[config.mk]
export PLATFORM = sky130hd
export DESIGN_NAME = iaie_ctrl
export DESIGN_NICKNAME = d
export VERILOG_FILES = /design/src/iaie_pkg.sv /design/src/iaie_ctrl.sv
export VERILOG_INCLUDE_DIRS = /design/src /design/src/src
export SDC_FILE = /design/constraint.sdc
export NUM_CORES = 1
export LEC_CHECK = 0
export ABC_AREA = 0
export BUFFER_PORTS_ARGS = -buffer_cell sky130_fd_sc_hd__buf_4
export CELL_PAD_IN_SITES_DETAIL_PLACEMENT = 2
export CELL_PAD_IN_SITES_GLOBAL_PLACEMENT = 2
export CORE_ASPECT_RATIO = 1.5
export CORE_MARGIN = 5
export CORE_UTILIZATION = 30
export DETAILED_ROUTE_END_ITERATION = 8
export PLACE_DENSITY = 0.77
export SETUP_SLACK_MARGIN = 0.3
export SYNTH_ARGS = -nofsm -noshare
export SYNTH_HDL_FRONTEND = slang
export SYNTH_SLANG_ARGS = --single-unit
export TNS_END_PERCENT = 10
[constraint.sdc]
create_clock -name clk -period 4.5 [get_ports clk]
set_clock_uncertainty 0.1 [all_clocks]
set_input_delay 1.125 -clock clk [delete_from_list [all_inputs] [get_ports clk]]
set_output_delay 1.125 -clock clk [all_outputs]
set_load 0.05 [all_outputs]
[src/indexed_array_insert_erase_top_defines.svh]
// Assertion macros shared by the indexed array RTL.
// Included by the modules that carry concurrent checks; depends on clk and arst_n in scope.
`ifndef INDEXED_ARRAY_INSERT_ERASE_TOP_DEFINES_SVH
`define INDEXED_ARRAY_INSERT_ERASE_TOP_DEFINES_SVH
`ifndef NO_ASSERTIONS
`define IAIE_ASSERT(label, prop) \
	label: assert property (@(posedge clk) disable iff (!arst_n) prop) \
		else $error("%m: check failed");
`define IAIE_ASSERT_ALWAYS(label, prop) \
	label: assert property (@(posedge clk) prop) \
		else $error("%m: check failed");
`else
`define IAIE_ASSERT(label, prop)
`define IAIE_ASSERT_ALWAYS(label, prop)
`endif
`endif

[src/iaie_pkg.sv]
// Shared types and codes for the indexed array with insert and erase.
// No dependencies; used by iaie_ctrl and indexed_array_insert_erase_top.
package iaie_pkg;

	localparam int CAPACITY_DEF = 256;
	localparam int WORD_W = 32;

	localparam logic [2:0] OP_GET    = 3'd0;
	localparam logic [2:0] OP_SET    = 3'd1;
	localparam logic [2:0] OP_APPEND = 3'd2;
	localparam logic [2:0] OP_INSERT = 3'd3;
	localparam logic [2:0] OP_ERASE  = 3'd4;
	localparam logic [2:0] OP_RESIZE = 3'd5;

	localparam logic [1:0] ST_OK   = 2'd0;
	localparam logic [1:0] ST_OOB  = 2'd1;
	localparam logic [1:0] ST_FULL = 2'd2;

	// Request as it arrives on the slave stream, last field (opcode) in the low bits.
	typedef struct packed {
		logic [8:0]               length;
		logic signed [WORD_W-1:0] value;
		logic [8:0]               index;
		logic [2:0]               opcode;
	} item_t;

	typedef struct packed {
		logic [8:0]               count;
		logic [1:0]               status;
		logic signed [WORD_W-1:0] read_value;
	} res_t;

endpackage

[src/iaie_ctrl.sv]
// Request sequencer: decodes one request, walks the store for shifts and zero fill,
// and holds the fill count. Depends on iaie_pkg and the assertion macro header.
`include "indexed_array_insert_erase_top_defines.svh"

module iaie_ctrl #(
	parameter int CAPACITY = iaie_pkg::CAPACITY_DEF,
	parameter int AW       = $clog2(CAPACITY)
) (
	input  logic                 clk,
	input  logic                 arst_n,
	input  logic                 in_valid,
	output logic                 in_ready,
	input  iaie_pkg::item_t      in_item,
	output logic                 res_valid,
	input  logic                 res_ready,
	output iaie_pkg::res_t       res,
	output logic                 mem_we,
	output logic [AW-1:0]        mem_waddr,
	output logic [31:0]          mem_wdata,
	output logic                 mem_re,
	output logic [AW-1:0]        mem_raddr,
	input  logic [31:0]          mem_rdata
);

	localparam int CW = $clog2(CAPACITY + 1);
	localparam int XW = (CW > 10) ? CW : 10;

	typedef enum logic [5:0] {
		S_IDLE  = 6'b000001,
		S_SHIFT = 6'b000010,
		S_LAST  = 6'b000100,
		S_FILL  = 6'b001000,
		S_GET   = 6'b010000,
		S_DONE  = 6'b100000
	} state_t;

	state_t        state_q, state_d;
	logic [CW-1:0] cnt_q, cnt_d;
	logic [AW-1:0] wp_q, wp_d;
	logic [AW-1:0] idx_q, idx_d;
	logic [CW-1:0] len_q, len_d;
	logic [31:0]   val_q, val_d;
	logic          up_q, up_d;
	logic [1:0]    st_q, st_d;
	logic [31:0]   rd_q, rd_d;

	logic [XW-1:0] idx_x, cnt_x, len_x, cap_x, wp_x, idx_qx, len_qx;

	assign idx_x  = XW'(in_item.index);
	assign cnt_x  = XW'(cnt_q);
	assign len_x  = XW'(in_item.length);
	assign cap_x  = XW'(CAPACITY);
	assign wp_x   = XW'(wp_q);
	assign idx_qx = XW'(idx_q);
	assign len_qx = XW'(len_q);

	always_comb begin
		state_d   = state_q;
		cnt_d     = cnt_q;
		wp_d      = wp_q;
		idx_d     = idx_q;
		len_d     = len_q;
		val_d     = val_q;
		up_d      = up_q;
		st_d      = st_q;
		rd_d      = rd_q;
		mem_we    = 1'b0;
		mem_waddr = wp_q;
		mem_wdata = mem_rdata;
		mem_re    = 1'b0;
		mem_raddr = wp_q;
		unique case (state_q)
			S_IDLE: begin
				if (in_valid) begin
					st_d    = iaie_pkg::ST_OK;
					rd_d    = '0;
					val_d   = in_item.value;
					idx_d   = AW'(in_item.index);
					len_d   = CW'(in_item.length);
					state_d = S_DONE;
					unique case (in_item.opcode)
						iaie_pkg::OP_GET: begin
							if (idx_x >= cnt_x) begin
								st_d = iaie_pkg::ST_OOB;
							end else begin
								mem_re    = 1'b1;
								mem_raddr = AW'(in_item.index);
								state_d   = S_GET;
							end
						end
						iaie_pkg::OP_SET: begin
							if (idx_x >= cnt_x) begin
								st_d = iaie_pkg::ST_OOB;
							end else begin
								mem_we    = 1'b1;
								mem_waddr = AW'(in_item.index);
								mem_wdata = in_item.value;
							end
						end
						iaie_pkg::OP_APPEND: begin
							if (cnt_x >= cap_x) begin
								st_d = iaie_pkg::ST_FULL;
							end else begin
								mem_we    = 1'b1;
								mem_waddr = AW'(cnt_q);
								mem_wdata = in_item.value;
								cnt_d     = cnt_q + CW'(1);
							end
						end
						iaie_pkg::OP_INSERT: begin
							if (idx_x > cnt_x) begin
								st_d = iaie_pkg::ST_OOB;
							end else if (cnt_x >= cap_x) begin
								st_d = iaie_pkg::ST_FULL;
							end else if (idx_x == cnt_x) begin
								mem_we    = 1'b1;
								mem_waddr = AW'(in_item.index);
								mem_wdata = in_item.value;
								cnt_d     = cnt_q + CW'(1);
							end else begin
								// Move entries up from the top, one read ahead of each write.
								mem_re    = 1'b1;
								mem_raddr = AW'(cnt_q - CW'(1));
								wp_d      = AW'(cnt_q);
								up_d      = 1'b1;
								state_d   = S_SHIFT;
							end
						end
						iaie_pkg::OP_ERASE: begin
							if (idx_x >= cnt_x) begin
								st_d = iaie_pkg::ST_OOB;
							end else if (idx_x + XW'(1) == cnt_x) begin
								cnt_d = cnt_q - CW'(1);
							end else begin
								mem_re    = 1'b1;
								mem_raddr = AW'(in_item.index) + AW'(1);
								wp_d      = AW'(in_item.index);
								up_d      = 1'b0;
								state_d   = S_SHIFT;
							end
						end
						iaie_pkg::OP_RESIZE: begin
							if (len_x > cap_x) begin
								st_d = iaie_pkg::ST_FULL;
							end else if (len_x <= cnt_x) begin
								cnt_d = CW'(in_item.length);
							end else begin
								wp_d    = AW'(cnt_q);
								state_d = S_FILL;
							end
						end
						default: ;
					endcase
				end
			end
			S_SHIFT: begin
				// Data read last cycle lands one place up or down.
				mem_we    = 1'b1;
				mem_waddr = wp_q;
				mem_wdata = mem_rdata;
				if (up_q) begin
					if (wp_x == idx_qx + XW'(1)) begin
						state_d = S_LAST;
					end else begin
						mem_re    = 1'b1;
						mem_raddr = wp_q - AW'(2);
						wp_d      = wp_q - AW'(1);
					end
				end else begin
					if (wp_x + XW'(2) == cnt_x) begin
						cnt_d   = cnt_q - CW'(1);
						state_d = S_DONE;
					end else begin
						mem_re    = 1'b1;
						mem_raddr = wp_q + AW'(2);
						wp_d      = wp_q + AW'(1);
					end
				end
			end
			S_LAST: begin
				mem_we    = 1'b1;
				mem_waddr = idx_q;
				mem_wdata = val_q;
				cnt_d     = cnt_q + CW'(1);
				state_d   = S_DONE;
			end
			S_FILL: begin
				mem_we    = 1'b1;
				mem_waddr = wp_q;
				mem_wdata = '0;
				if (wp_x + XW'(1) == len_qx) begin
					cnt_d   = len_q;
					state_d = S_DONE;
				end else begin
					wp_d = wp_q + AW'(1);
				end
			end
			S_GET: begin
				rd_d    = mem_rdata;
				state_d = S_DONE;
			end
			S_DONE: begin
				if (res_ready) begin
					state_d = S_IDLE;
				end
			end
			default: begin
				state_d = S_IDLE;
			end
		endcase
	end

	always_ff @(posedge clk or negedge arst_n) begin
		if (!arst_n) begin
			state_q <= S_IDLE;
			cnt_q   <= '0;
		end else begin
			state_q <= state_d;
			cnt_q   <= cnt_d;
		end
	end

	always_ff @(posedge clk) begin
		wp_q  <= wp_d;
		idx_q <= idx_d;
		len_q <= len_d;
		val_q <= val_d;
		up_q  <= up_d;
		st_q  <= st_d;
		rd_q  <= rd_d;
	end

	assign in_ready       = (state_q == S_IDLE);
	assign res_valid      = (state_q == S_DONE);
	assign res.count      = 9'(cnt_q);
	assign res.status     = st_q;
	assign res.read_value = rd_q;

	`IAIE_ASSERT_ALWAYS(a_reset_idle, !arst_n |=> (state_q == S_IDLE && cnt_q == '0))
	`IAIE_ASSERT(a_cnt_bound, cnt_x <= cap_x)
	`IAIE_ASSERT(a_cnt_moves_into_done, !$stable(cnt_q) |-> state_q == S_DONE)
	`IAIE_ASSERT(a_up_shift_above_idx, (state_q == S_SHIFT && up_q) |-> wp_x > idx_qx)
	`IAIE_ASSERT(a_get_has_read, (state_q == S_GET) |-> $past(mem_re))

endmodule

Word-level counts from Yosys, hierarchy flattened --
Cells that the tools add are included.
Word-level totals: bits in read-only memories 0, memory bits (writable) 0, bits in latches 0, output and inout bits 95, memories 0, logic and storage cells 186, bits in registers 107
Operators by class: shift-type cells 0, divide/modulo/power cells 0, $mul 0, bitwise logic cells 0, eq/ne operators 44, reduce and logical (&&, ||, !) cells 14, add/subtract/negate cells 11, magnitude comparators 5, mux-type cells 103
Operators by type and width (count):
- $mux W32 | 7
- $mux W8 | 27
- $pmux W32 S3 | 2
- $mux W9 | 12
- $pmux W8 S3 | 4
- $mux W6 | 14
- $pmux W9 S4 | 2
- $pmux W32 S2 | 1
- $ne A3 B3 Y1 const B | 15
- $pmux W8 S2 | 2
- $pmux W6 S5 | 1
- $eq A9 B9 Y1 | 3
- $pmux W6 S4 | 1
- $mux W1 | 21
- $ne A2 B2 Y1 const B | 10
- $add A8 B1 Y9 const B | 2
- $add A8 B1 Y8 const B | 2
- $reduce_and A14 Y1 | 1
- $reduce_and A13 Y1 | 1
- $add A9 B1 Y10 const B | 1
- $eq A10 B9 Y1 | 1
- $add A8 B2 Y9 const B | 1
- $add A9 B1 Y9 const B | 1
- $eq A8 B9 Y1 | 1
- other kinds (34) | 44

Depth between registers and ports, before layout --
depth in word-level cells 7, depth in mapped cells 14, depth with buffers taken out 10

Least setup slack after synthesis --
No wires, ideal clock.
kind in2out, from input port in_item[11] (netlist name), to output port mem_wdata[15], slack -0.645 ns, stages on the path 8, data arrival time 3.920 ns, path buffers 0, cell sequence ha_1 -> nand4_1 -> or3_1 -> a21oi_1 -> nand2_1 -> a21oi_1 -> a22oi_1 -> o21ai_0
Between the ends: longest elaborated chain between the ends 7, elaborated cells between the ends (all ways) 10
Ends and longest elaborated chain:
- start, declared | RTL line iaie_ctrl.sv:13 | input iaie_pkg::item_t in_item,
- parallel branches: the longest is 4 deep, another holds $gt A9 B9 Y1
- $pmux W32 S3 (*) | RTL line iaie_ctrl.sv:81 | unique case (in_item.opcode)
- $mux W32 (*) | RTL line iaie_ctrl.sv:74 | if (in_valid) begin
- $pmux W32 S3 (*) | RTL line iaie_ctrl.sv:72 | unique case (state_q)
- end, declared | RTL line iaie_ctrl.sv:19 | output logic [31:0] mem_wdata,
Every way passes the cells marked *.

Worst setup path after layout --
from input port in_item[4] (netlist name), to output port mem_raddr[6]
Between the ends: longest elaborated chain between the ends 7, elaborated cells between the ends (all ways) 15
Ends and longest elaborated chain:
- $add A9 B1 Y10 / $eq A9 B9 Y1 (equally long branches) | RTL line iaie_ctrl.sv:132, iaie_ctrl.sv:115
- $eq A10 B9 Y1 / $mux W8 (equally long branches) | RTL line iaie_ctrl.sv:132, iaie_ctrl.sv:115
- $mux W8, on equally long branches | RTL line iaie_ctrl.sv:132, iaie_ctrl.sv:113
- $mux W8, on equally long branches | RTL line iaie_ctrl.sv:130, iaie_ctrl.sv:111
- $pmux W8 S3 (*) | RTL line iaie_ctrl.sv:81
- $mux W8 (*) | RTL line iaie_ctrl.sv:74
- $pmux W8 S2 (*) | RTL line iaie_ctrl.sv:72
- end, declared | RTL line iaie_ctrl.sv:21 | output logic [AW-1:0] mem_raddr,
Mark *: on every way between the ends. The rest lies on a longest branch, timed or not.

==> metrics.md <==
| Metric | Value |
|---|---|
| Worst path required time | 3.27 ns |
| # nets final | 1287 |
| Yosys top cell by area | edfxtp_1 |
| Via count | 9322 |
| Routed Antenna Nets | 0 |
| Clk_lat worst skew | 0.39 ns |
| CP Launch Type | primary input |
| CTS root buf | clkbuf_16 |
| Routed vias/inst | 6.12 |
| Post-Syn Instances | 913 |
| DRC violations left | 0 |
| Final period utilization | 112% |
| Diodes inserted | 0 |
| Post-layout min period | 5.04 ns |
| Final Power | 7.30 mW |
| Routed WL per cell | 30.0 µm |
| Part of the Yosys area used for sequential elements | 37.5% |
| Synth cell types | 86 |
| Antenna violations before repair | 0 |
| Nature of the critical path endpoint | output pin |
| Crit path DAT | 3.82 ns |
| Leakage | 4.74 nW |
| Share of the synthesized area in the top cell type | 33.0% |
| Die Y-Extent | 214 µm |
| Worst slew pin tran | 0.930 ns |
| Clock transition at the registers of the reported paths | 0.09 ns |
| Setup slack after layout | -0.543 ns |
| CTS tree | done |
| Post-DP HPWL | 33500 µm |
| Final Util | 42.4% |
| DR pass1 iterations | 5 |
| Most frequent cells in the layout | buf_4 (285), edfxtp_1 (92), nand2_1 (74) |
| TritonCTS Buffers | 9 |
| Core Region | 27800 µm² |
| Status | complete, but fails checks |
| Yosys warns | 0 |
| Max rail drop VDD | 0.000290 V |
| I/O Buffers | 183 |
| Cell area after synthesis | 8360 µm² |
| Sequential power share | 21.1% |
| Fill cells | 3044 |
| Fin. Hold Viols | 0 |
| GRT Util Overall | 27.3% |
| Starting Density | 30.1% |
| Clock share of power | 12.0% |
| Number of synthesized register bits | 107 |
| DP Area | 11000 µm² |
| First-pass GRT wire length | 65200 µm |
| Vias in the first global route | 10200 |
| Hold Path Class | in -> async |
| Die Wd | 146 µm |
| Max-cap violations | 0 |
| GPL Wtd Cong | 1.01 |
| Die ar. | 31400 µm² |
| Slew Viols, Final | 0 |
| Switching pwr | 3.87 mW |
| FFs w/ async S/R, synth | 14.0% |
| Post-synth EDFFs | 92 |
| Synth top area cells | edfxtp_1 (33%), dfrtp_1 (4.2%), xnor2_1 (4.2%) |
| Worst slack, placed | -0.854 ns |
| Initial DRC count | 768 |
| Sw frac | 52.9% |
| Cell count of the worst reg-to-reg path | 11 |
| Worst reg2reg endpoint | cnt_q[1]$_DFFE_PN0P_ |
| Crit path max fanout | 4 |
| Comb pwr share | 66.9% |
| Final WL | 45600 µm |
| Crit path kind | in -> out |
| RSZ-0062 raised after global routing | true |
| Deepest clock path buffer count | 2 |
| Post-synth net total | 1029 |
| Ports | 184 |
| FF-to-FF Start | wp_q[0]$_DFFE_PP_ |
| Power per cell area | 620 nW/µm² |
| Proportion of layout cells with a drive suffix above 1 | 37.1% |
| Htree depth | 3 |
| Reg2reg setup slack | 0.84 ns |
| Slew Limit Headroom | 37.7% |
| # rows | 75 |
| GR Overflow Total | 0 |
| Leading cell type in the layout, fill and taps excluded | buf_4 |
| Post-route cell area | 11800 µm² |
| Syn Area/Cell | 9.16 µm² |
| Largest net degree at the start of global routing | 53 |
| Setup Viol. Count Final | 50 |
| Most used DFF post-synth | edfxtp_1 |
| Achievable frequency | 0.198 GHz |
| Layout area overhead | 40.8% |
| Clock sink count | 107 |
| Int Pwr | 3.44 mW |
| Failing checks | negative setup slack |
[cells by family after synthesis]
| kind of cell | count (synthesis) | synth area share [%] |
|---|---|---|
| xor gates and xnor gates | 56 | 6.03 |
| DFF | 107 | 37.5 |
| buffers and inverters | 122 | 6.14 |
| muxes | 18 | 2.20 |
| adders and majority gates | 27 | 4.04 |
| AOI/OAI and AO/OA | 275 | 24.4 |
| and+or+nand+nor | 308 | 19.7 |
[routing by layer]
metal	GRT usage (%)	vias to the layer above	part of all wire [%]
met5	0	-	0
met1	27.8	4788	35
met3	4.82	137	5.0
met2	51.4	403	54
li1	-	3994	-
met4	15.8	0	6.3
[cell usage after synthesis, drive strengths merged (4+ instances only)]
cell	instances
nor2	52
o211ai	22
mux2i	15
o22ai	10
xnor2	40
a21oi	47
and3	13
ha	27
a32oi	4
clkinv	4
a211o	4
o21ai	46
o221ai	9
xor2	15
o21a	5
a31oi	13
dfrtp	14
nor3	17
nand3	29
or3	5
nor3b	11
clkbuf	35
a221o	12
a22oi	15
or4	6
a221oi	22
nand4	12
o31ai	5
nor2b	12
nand3b	4
o2111ai	4
a222oi	23
a21o	6
nor4	7
inv	49
and2	41
nand2b	9
nand2	77
a211oi	6
edfxtp	92
buf	34
[how the worst max path moves through the flow]
stage,startpoint,endpoint,slack (ns),cells after the start
3_3_place_gp,in_item[9],mem_wdata[18],-0.66,13
6_report,in_item[4],mem_raddr[6],-0.54,12
2_1_floorplan,in_item[3],mem_raddr[3],-0.17,9
5_1_grt,in_item[3],mem_wdata[5],-0.62,14
3_5_place_dp,in_item[9],mem_wdata[5],-0.85,13
4_1_cts,in_item[6],mem_wdata[5],-0.46,13
[area by class of cell]
type / instances / area [µm²] / area share [%]
multi-input cells: 684 / 5150 / 43.7
flip-flops and latches: 107 / 3140 / 26.7
repair buffers: 316 / 2540 / 21.6
well taps: 346 / 433 / 3.68
clock buffers: 9 / 225 / 1.91
inverters: 53 / 204 / 1.73
clock inverters: 7 / 85.1 / 0.723
[worst max-delay path, stage by stage]
cell and delay [ns]:
buf_4 0.12, buf_4 0.14, ha_1 0.23, nand3_1 0.18
or4_1 0.47, a221oi_2 0.28, buf_4 0.19, a21o_1 0.17
a21oi_2 0.09, a21o_1 0.22, o211ai_1 0.33, buf_4 0.27
[registers in the layout, summed over array words and instances (netlist names)]
name and count:
cnt_q 9, idx_q 8, len_q 9, rd_q 32, st_q 2, state_q 6
up_q 1, val_q 32, wp_q 8
[power groups by stage]
| stage | combinational, mW | clock (mW) | sequential (mW) |
|---|---|---|---|
| floorplan | 2.42 | 0 | 1.86 |
| global placement | 4.36 | 0 | 1.52 |
| detailed placement | 4.48 | 0 | 1.55 |
| CTS | 4.59 | 0.897 | 1.53 |
| global route | 5.09 | 0.922 | 1.56 |
| finish | 4.89 | 0.873 | 1.54 |
[per-stage QoR]
step           hold WS, ns  TNS [ns]  cells
6_report             0.497    -19.73   1522
3_3_place_gp         0.623    -27.17   1493
5_1_grt              0.506    -23.34   1522
4_1_cts              0.487    -16.17   1512
2_1_floorplan        0.472     -3.99    913
3_5_place_dp         0.631    -32.85   1493
[what timing repair did]
action / in CTS / in global routing
gates resized for setup: 38 / 35
endpoints found under the setup margin: 50 / 50
pin swaps: 7 / 13
setup buffers: 3 / 8
hold buffers: 0 / 0
gates cloned: 0 / 2
(Power assumes the default switching activity.)
